File: config.mk
export PLATFORM = sky130hd
export DESIGN_NAME = mhi_ctrl
export DESIGN_NICKNAME = d
export VERILOG_FILES = /design/src/mhi_pkg.sv /design/src/mhi_ctrl.sv
export SDC_FILE = /design/constraint.sdc
export NUM_CORES = 1
export LEC_CHECK = 0
export BUFFER_PORTS_ARGS = -buffer_cell sky130_fd_sc_hd__buf_4
export CAP_MARGIN = 20
export CELL_PAD_IN_SITES_DETAIL_PLACEMENT = 0
export CELL_PAD_IN_SITES_GLOBAL_PLACEMENT = 1
export CORE_AREA = 3 3 40 42
export CTS_CLUSTER_SIZE = 40
export DETAILED_ROUTE_END_ITERATION = 6
export DIE_AREA = 0 0 43 45
export HOLD_SLACK_MARGIN = 0.02
export PLACE_DENSITY_LB_ADDON = 0.1
export SLEW_MARGIN = 15
export SYNTH_ARGS = -nofsm -noshare
export SYNTH_HDL_FRONTEND = slang
export SYNTH_SLANG_ARGS = --single-unit
File: constraint.sdc
create_clock -name clock -period 2.1 [get_ports clock]
set_input_delay 0.42 -clock clock [delete_from_list [all_inputs] [get_ports clock]]
set_output_delay 0.42 -clock clock [all_outputs]
set_load 0.02 [all_outputs]
File: src/mhi_pkg.sv
package mhi_pkg;

   localparam int KEY_W     = 32;
   localparam int PAYLOAD_W = 32;
   localparam int COUNT_W   = 11;
   localparam int ENTRY_W   = KEY_W + PAYLOAD_W;

   typedef struct packed {
      logic load;       // capture an accepted item
      logic rd_parent;  // read the parent of the current hole
      logic move_down;  // copy the parent just read into the hole
      logic place;      // write the new entry into the hole
      logic load_rsp;   // capture the result into the output register
   } mhi_cmd_type;

   typedef struct packed {
      logic full;
      logic hole_zero;
      logic new_less;
   } mhi_sts_type;

endpackage

File: src/mhi_ctrl.sv
module mhi_ctrl
   import mhi_pkg::*;
(
   input  logic        clock,
   input  logic        reset,
   input  logic        req_valid,
   output logic        req_ready,
   output logic        rsp_valid,
   input  logic        rsp_ready,
   input  mhi_sts_type sts,
   output mhi_cmd_type cmd
);

   typedef enum logic [3:0] {
      ST_IDLE   = 4'b0001,
      ST_READ   = 4'b0010,
      ST_CMP    = 4'b0100,
      ST_FINISH = 4'b1000
   } ctrl_state_type;

   ctrl_state_type state_ff, state_in;
   logic           rsp_valid_ff, rsp_valid_in;

   always_comb begin
      state_in = state_ff;
      cmd      = '0;
      unique case (state_ff)
         ST_IDLE: begin
            if (req_valid) begin
               cmd.load = 1'b1;
               state_in = sts.full ? ST_FINISH : ST_READ;
            end
         end
         ST_READ: begin
            if (sts.hole_zero) begin
               cmd.place = 1'b1;
               state_in  = ST_FINISH;
            end else begin
               cmd.rd_parent = 1'b1;
               state_in      = ST_CMP;
            end
         end
         ST_CMP: begin
            if (sts.new_less) begin
               cmd.move_down = 1'b1;
               state_in      = ST_READ;
            end else begin
               cmd.place = 1'b1;
               state_in  = ST_FINISH;
            end
         end
         ST_FINISH: begin
            // The result waits here until the output register is free.
            if (!rsp_valid_ff || rsp_ready) begin
               cmd.load_rsp = 1'b1;
               state_in     = ST_IDLE;
            end
         end
         default: begin
            state_in = ST_IDLE;
         end
      endcase
   end

   always_comb begin
      rsp_valid_in = rsp_valid_ff;
      if (cmd.load_rsp) begin
         rsp_valid_in = 1'b1;
      end else if (rsp_ready) begin
         rsp_valid_in = 1'b0;
      end
   end

   always_ff @(posedge clock) begin
      if (reset) begin
         state_ff     <= ST_IDLE;
         rsp_valid_ff <= 1'b0;
      end else begin
         state_ff     <= state_in;
         rsp_valid_ff <= rsp_valid_in;
      end
   end

   assign req_ready = (state_ff == ST_IDLE);
   assign rsp_valid = rsp_valid_ff;

   a_load_rsp_free: assert property (@(posedge clock) disable iff (reset)
      cmd.load_rsp |-> (!rsp_valid_ff || rsp_ready))
      else $error("result overwritten before its transfer");

   a_accept_only_idle: assert property (@(posedge clock) disable iff (reset)
      cmd.load |=> state_ff != ST_IDLE)
      else $error("controller idle straight after taking an item");

   a_cmp_after_read: assert property (@(posedge clock) disable iff (reset)
      cmd.rd_parent |=> state_ff == ST_CMP)
      else $error("parent read not followed by a compare");

endmodule
# After elaboration in Yosys (flattened, before gate mapping)
# Index checks and enable logic that the tools add are counted.
# classes
eq_ne,6
muxes,19
reduce_logical,4
# ops
cell,n
4-bit 2-to-1 mux,5
4-bit case mux with 4 select lines,1
1-bit 2-to-1 mux,12
4-bit by 1-bit equality test with 1-bit output (second input constant),1
4-bit by 2-bit equality test with 1-bit output (second input constant),1
4-bit by 3-bit equality test with 1-bit output (second input constant),1
4-bit equality test (second input constant),1
2-bit != test (second input constant),2
1-bit case mux with 2 select lines,1
2-bit AND reduction,1
2-bit nonzero test,1
1-bit logical NOT,1
1-bit logical OR,1
# totals
ff_bits,5
in_bits,7
out_inout_bits,7
word_cells,31

# Longest topological paths before layout
# Gate-level depths: netlist of the first run.
# logic_depth
ltp_word,5
ltp_mapped,5
depth_no_buf,4

# Worst setup path after synthesis of the first run
# Ideal clock, no wire load.
# synth_path
path_type,register -> output
startpoint,register state_ff[1]
endpoint,output cmd[4] (netlist bit)
t_arrival_ns,1.358
required_time_ns,1.680
path_slack_ns,0.322
path_stages_with_launch,4
path_buffers,1
cell_sequence,dfxtp_1 -> buf_6 -> nor4b_2 -> and2_1
# synth_lines
item,line,source
from (decl),mhi_ctrl.sv:21,"ctrl_state_type state_ff, state_in;"
from (signal assigned),mhi_ctrl.sv:79,state_ff <= state_in;
to (decl),mhi_ctrl.sv:11,output mhi_cmd_type cmd

==> flow_summary.toml, run 1 <==
[place]
portBuffers = 13
place_congestion = 0.761
dp_cells = 59
dp_hpwl_um = 569

[floorplanning]
die_w_um = 43
die_h_um = 45
pin_count = 14
core_um2 = 1280
die-area_um2 = 1940
rows = 13
start_util_pct = 24.1

[synth]
syn_nets = 40
ys_seq_area_share_pct = 32.3
ys.flop_type = "dfxtp_1"
synthArstFlopShare_pct = 0
avgSynthCellArea_um2 = 9.40
synth-edff-count = 0
yosys_warnings = 0
synth-seq-cells = 5
yosysUniqueCellTypes = 23
syn_area_um2 = 310
netlist_instances = 33

[layout]
layout_commonest_cell = "buf_4"
areaGrowthSynthToFinish_pct = 39.9
stdcell_count = 63
drive_gt1_share_pct = 41.7
antenna_cells = 0
fin_nets = 56
final_cell_mix = "buf_4 (13), dfxtp_1 (5), nor2_1 (4)"

[sta]
layout_min_cycle_time_ns = 1.96
fin_tns_setup_ns = 0
max_freq_mhz = 510
report.final.slew_viol_count = 0
fin_crit_sh_pct = 93.4
setup_viol = 0
finalHoldViolCount = 0
relSlewSlack_pct = 74.7
finClkSkew_ns = 0.00579
worst_pin_slew_ns = 0.378
holdWs_ns = 0.376
grt_setup_unrepaired = "no"

[power]
power_uw = 263
p_sw_uw = 65.3
switching_share_pct = 24.9
p_int_uw = 197
p_seq_share_pct = 40.1
p_per_area_nw_per_um2 = 605
combPwrFrac_pct = 18.5
ir_drop_v = 0.000470
clkPwrFrac_pct = 41.4
p_leak_nw = 0.185

[setup_path]
end_kind = "output port"
cpMaxStageDelayCell = "or4b_4"
cp_max_fo = 8
critPathKind = "flip-flop to output port"
cp_cell_sequence = "or4b_4, and2b_1, buf_4"
max_stage_delay_ns = 0.56
crit_arrival_ns = 1.54
worst_setup_path_start_kind = "flip-flop"
worstPathRequired_ns = 1.68

[clock_network]
holdBufCountCts = 0
clockRootBuffer = "clkbuf_4"
clk_pin_slew_ns = 0.04
htree_levels = 1
post_cts_buffers = 0
clk_latency_ns = 0.24
cts_tree = "yes"
clk_path_buf_depth = 2
cts_sinks = 5
cts_resized = 0
cts_buffers = 3

[worst_hold_path]
min_path_type = "input pin to flip-flop"

[routing]
routedWlPerCell_um = 11.4
antenna_left = 0
drt_iter0_drc = 1
drt_pre_antenna_iters = 2
drt_wl_total_um = 721
drc_errors = 0
via_per_inst = 4.67
vias = 294

[global_route]
gr-total-overflow = 0
grt_pass1_wl_mm = 1.23
grt_max_degree = 9
grt_pass1_vias = 312
grtUsageTotal_pct = 8.58
antenna_found_initial = 0

[run_status]
status = "complete, no violations"

[flow_run]
maxCapViolations = 0
[synth_stat cells, types with 2 or more instances]
library cell | count | share of area (%)
dfxtp_1 | 5 | 32
a21oi_1 | 3 | 4.8
nor2_1 | 4 | 4.8
nor4b_2 | 2 | 9.7
[stage by stage]
| stage | worst slack [ns] | area (µm²) | util, % |
|---|---|---|---|
| 5_1_grt | 0.0459 | 434 | 33.8 |
| 3_5_place_dp | 0.367 | 408 | 31.7 |
| 2_1_floorplan | 0.322 | 310 | - |
| 6_report | 0.138 | 434 | 33.8 |
| 3_3_place_gp | 0.397 | 408 | 31.7 |
| 4_1_cts | 0.131 | 434 | 33.8 |
[critical path, delay by kind of cell (launching register included)]
kind | cells | cell delay [ns]
buffers and inverters | 1 | 0.13
flip-flops | 1 | 0.39
AND/OR/NAND/NOR | 2 | 0.77
[path summary, 6_finish.rpt]
path / slack (ns) / start / endpoint / cells past startpoint
setup / recovery: 0.14 / state_ff[1] / cmd[0] / 3
hold / removal: 0.38 / reset / rsp_valid / 2
setup reg to reg: 0.61 / state_ff[1] / state_ff[2] / 3
hold reg to reg: 0.52 / rsp_valid / rsp_valid / 2
[routing by layer]
| layer | vias up | global-route usage, % | wire length, µm |
|---|---|---|---|
| li1 | 150 | - | - |
| met1 | 134 | 9.42 | 302 |
| met2 | 8 | 13.8 | 366 |
| met3 | 2 | 4.78 | 39 |
| met4 | 0 | 3.61 | 12 |
| met5 | - | 0 | 0 |
[power groups by stage]
stage | Sequential [mW] | Clock (mW) | Combinational [mW]
floorplan | 0.104 | 0 | 0.0308
global placement | 0.107 | 0 | 0.0490
detailed placement | 0.107 | 0 | 0.0490
CTS | 0.105 | 0.114 | 0.0492
global route | 0.106 | 0.118 | 0.0541
finish | 0.105 | 0.109 | 0.0485
[sequential cells by signal, indices dropped and copies added (netlist names)]
name	flops
state_ff	4
rsp_valid	1
[area by class of cell]
type,count,area [µm²]
well taps,15,18.8
flip-flops and latches,5,100
fillers,147,851
clock buffers,4,26.3
multi-input cells,26,191
repair buffers,13,97.6
[logic make-up after synthesis]
family / synth area share [%]
DFF: 32.3
buffers and inverters: 6.05
xor gates and xnor gates: 2.82
AOI/OAI and AO/OA: 14.1
and+or+nand+nor: 44.8
(Power assumes the default switching activity.)
==> inputs of run 2 (changes only) <==
--- a/config.mk
+++ b/config.mk
@@ -13,7 +13,9 @@
 export CTS_CLUSTER_SIZE = 40
 export DETAILED_ROUTE_END_ITERATION = 6
 export DIE_AREA = 0 0 43 45
+export GPL_TIMING_DRIVEN = 0
 export HOLD_SLACK_MARGIN = 0.02
+export MAX_ROUTING_LAYER = met4
 export PLACE_DENSITY_LB_ADDON = 0.1
 export SLEW_MARGIN = 15
 export SYNTH_ARGS = -nofsm -noshare
==> flow_summary.toml, run 2 (synthesis results as in run 1) <==
[power]
clkPwrFrac_pct = 40.9
p_seq_share_pct = 39.0
p_int_uw = 199
p_sw_uw = 65.5
ir_drop_v = 0.000303
p_leak_nw = 0.197
combPwrFrac_pct = 20.1
power_uw = 265
switching_share_pct = 24.7
p_per_area_nw_per_um2 = 585

[routing]
antenna_left = 0
routedWlPerCell_um = 11.5
drt_wl_total_um = 746
drc_errors = 0
vias = 299
via_per_inst = 4.60
drt_pre_antenna_iters = 1
drt_iter0_drc = 0

[layout]
final_cell_mix = "buf_4 (14), dfxtp_1 (5), nor2_1 (4)"
stdcell_area_um2 = 453
regMostFlops = "state_ff"
areaGrowthSynthToFinish_pct = 46.0
fin_util_pct = 35.2
layout_commonest_cell = "buf_4"
fin_nets = 58
largest_reg_flops = 4
drive_gt1_share_pct = 44.0
antenna_cells = 0

[setup_path]
worstPathRequired_ns = 1.68
cp_cell_sequence = "buf_6, or4b_4, and2b_1, buf_4, buf_4"
critPathKind = "flip-flop to output port"
max_stage_delay_ns = 0.52
cp_top_family = "simple AND/OR/NAND/NOR gates"
end_kind = "output port"
path_buf_inv = 3
crit_arrival_ns = 1.61
cpMaxStageDelayCell = "or4b_4"
worst_setup_path_start_kind = "flip-flop"
cpMostUsedCell = "buf_4"
cp_max_fo = 8
rrSetupSlack_ns = 0.62

[place]
place_area_um2 = 427
dp_hpwl_um = 596
place_congestion = 0.767
portBuffers = 13

[clock_network]
post_cts_buffers = 0
clockRootBuffer = "clkbuf_4"
cts_buffers = 3
htree_levels = 1
clk_path_buf_depth = 2
cts_tree = "yes"
clk_latency_ns = 0.24
cts_sinks = 5
holdBufCountCts = 0
cts_resized = 0
clk_pin_slew_ns = 0.04

[run_status]
status = "complete, no violations"

[worst_hold_path]
min_path_type = "input pin to flip-flop"

[global_route]
grt_max_degree = 9
grtUsageTotal_pct = 8.84
grt_pass1_wl_mm = 1.16
gr-total-overflow = 0
antenna_found_initial = 0
grt_pass1_vias = 285

[sta]
holdWs_ns = 0.373
finClkSkew_ns = 0.00591
fin_tns_setup_ns = 0
layout_min_cycle_time_ns = 2.03
relSlewSlack_pct = 74.8
grt_setup_unrepaired = "no"
worst_pin_slew_ns = 0.378
max_freq_mhz = 493
fin_crit_sh_pct = 96.5
report.final.slew_viol_count = 0
finalHoldViolCount = 0
setup_viol = 0

[floorplanning]
start_util_pct = 24.1
core_um2 = 1280
pin_count = 14
die_h_um = 45
rows = 13
die_w_um = 43
die-area_um2 = 1940

[flow_run]
maxCapViolations = 0
==> run 2: changes by cell type in the layout (fill, tap and decap cells not counted), sizes merged <==
cell | before | now
buf | 13 | 15
==> run 2: final timing paths <==
kind | start | end | cells after the start
setup / recovery | state_ff[1] | cmd[0] | 5
hold / removal | reset | rsp_valid | 2
setup reg to reg | state_ff[1] | state_ff[2] | 4
hold reg to reg | rsp_valid | rsp_valid | 2
==> run 2: metal layers <==
metal | GRT usage (%) | routed length, µm | share of wire [%]
met2 | 13.5 | 367 | 49
met5 | - | 0 | 0
met1 | 8.70 | 329 | 44
met4 | 5.42 | 12 | 1.6
met3 | 5.18 | 35 | 4.7
==> run 2: worst register-to-register path, cell delays in order, from the launching register on <==
cell and delay (ns):
dfxtp_1 0.30, buf_6 0.13, or4b_4 0.52, or2_4 0.25, and3b_1 0.17
==> run 2: cell type report <==
cell class	instances	area, µm²
fill	143	832
multi-input combinational	26	191
sequential	5	100
timing repair buffer	13	97.6
clock buffer	4	26.3
buffer	2	18.8
tap	15	18.8
==> run 2: power groups by stage <==
stage	clock network (mW)	logic [mW]	registers (mW)
floorplan	0	0.0308	0.104
global placement	0	0.0531	0.105
detailed placement	0	0.0538	0.105
CTS	0.115	0.0540	0.103
global route	0.120	0.0583	0.104
finish	0.108	0.0532	0.103
==> run 2: metrics by stage <==
| stage | setup slack, ns | std cells |
|---|---|---|
| 5_1_grt | 0.0140 | 65 |
| 4_1_cts | 0.0535 | 65 |
| 3_5_place_dp | 0.319 | 61 |
| 6_report | 0.0727 | 65 |
| 2_1_floorplan | 0.322 | 33 |
| 3_3_place_gp | 0.330 | 61 |
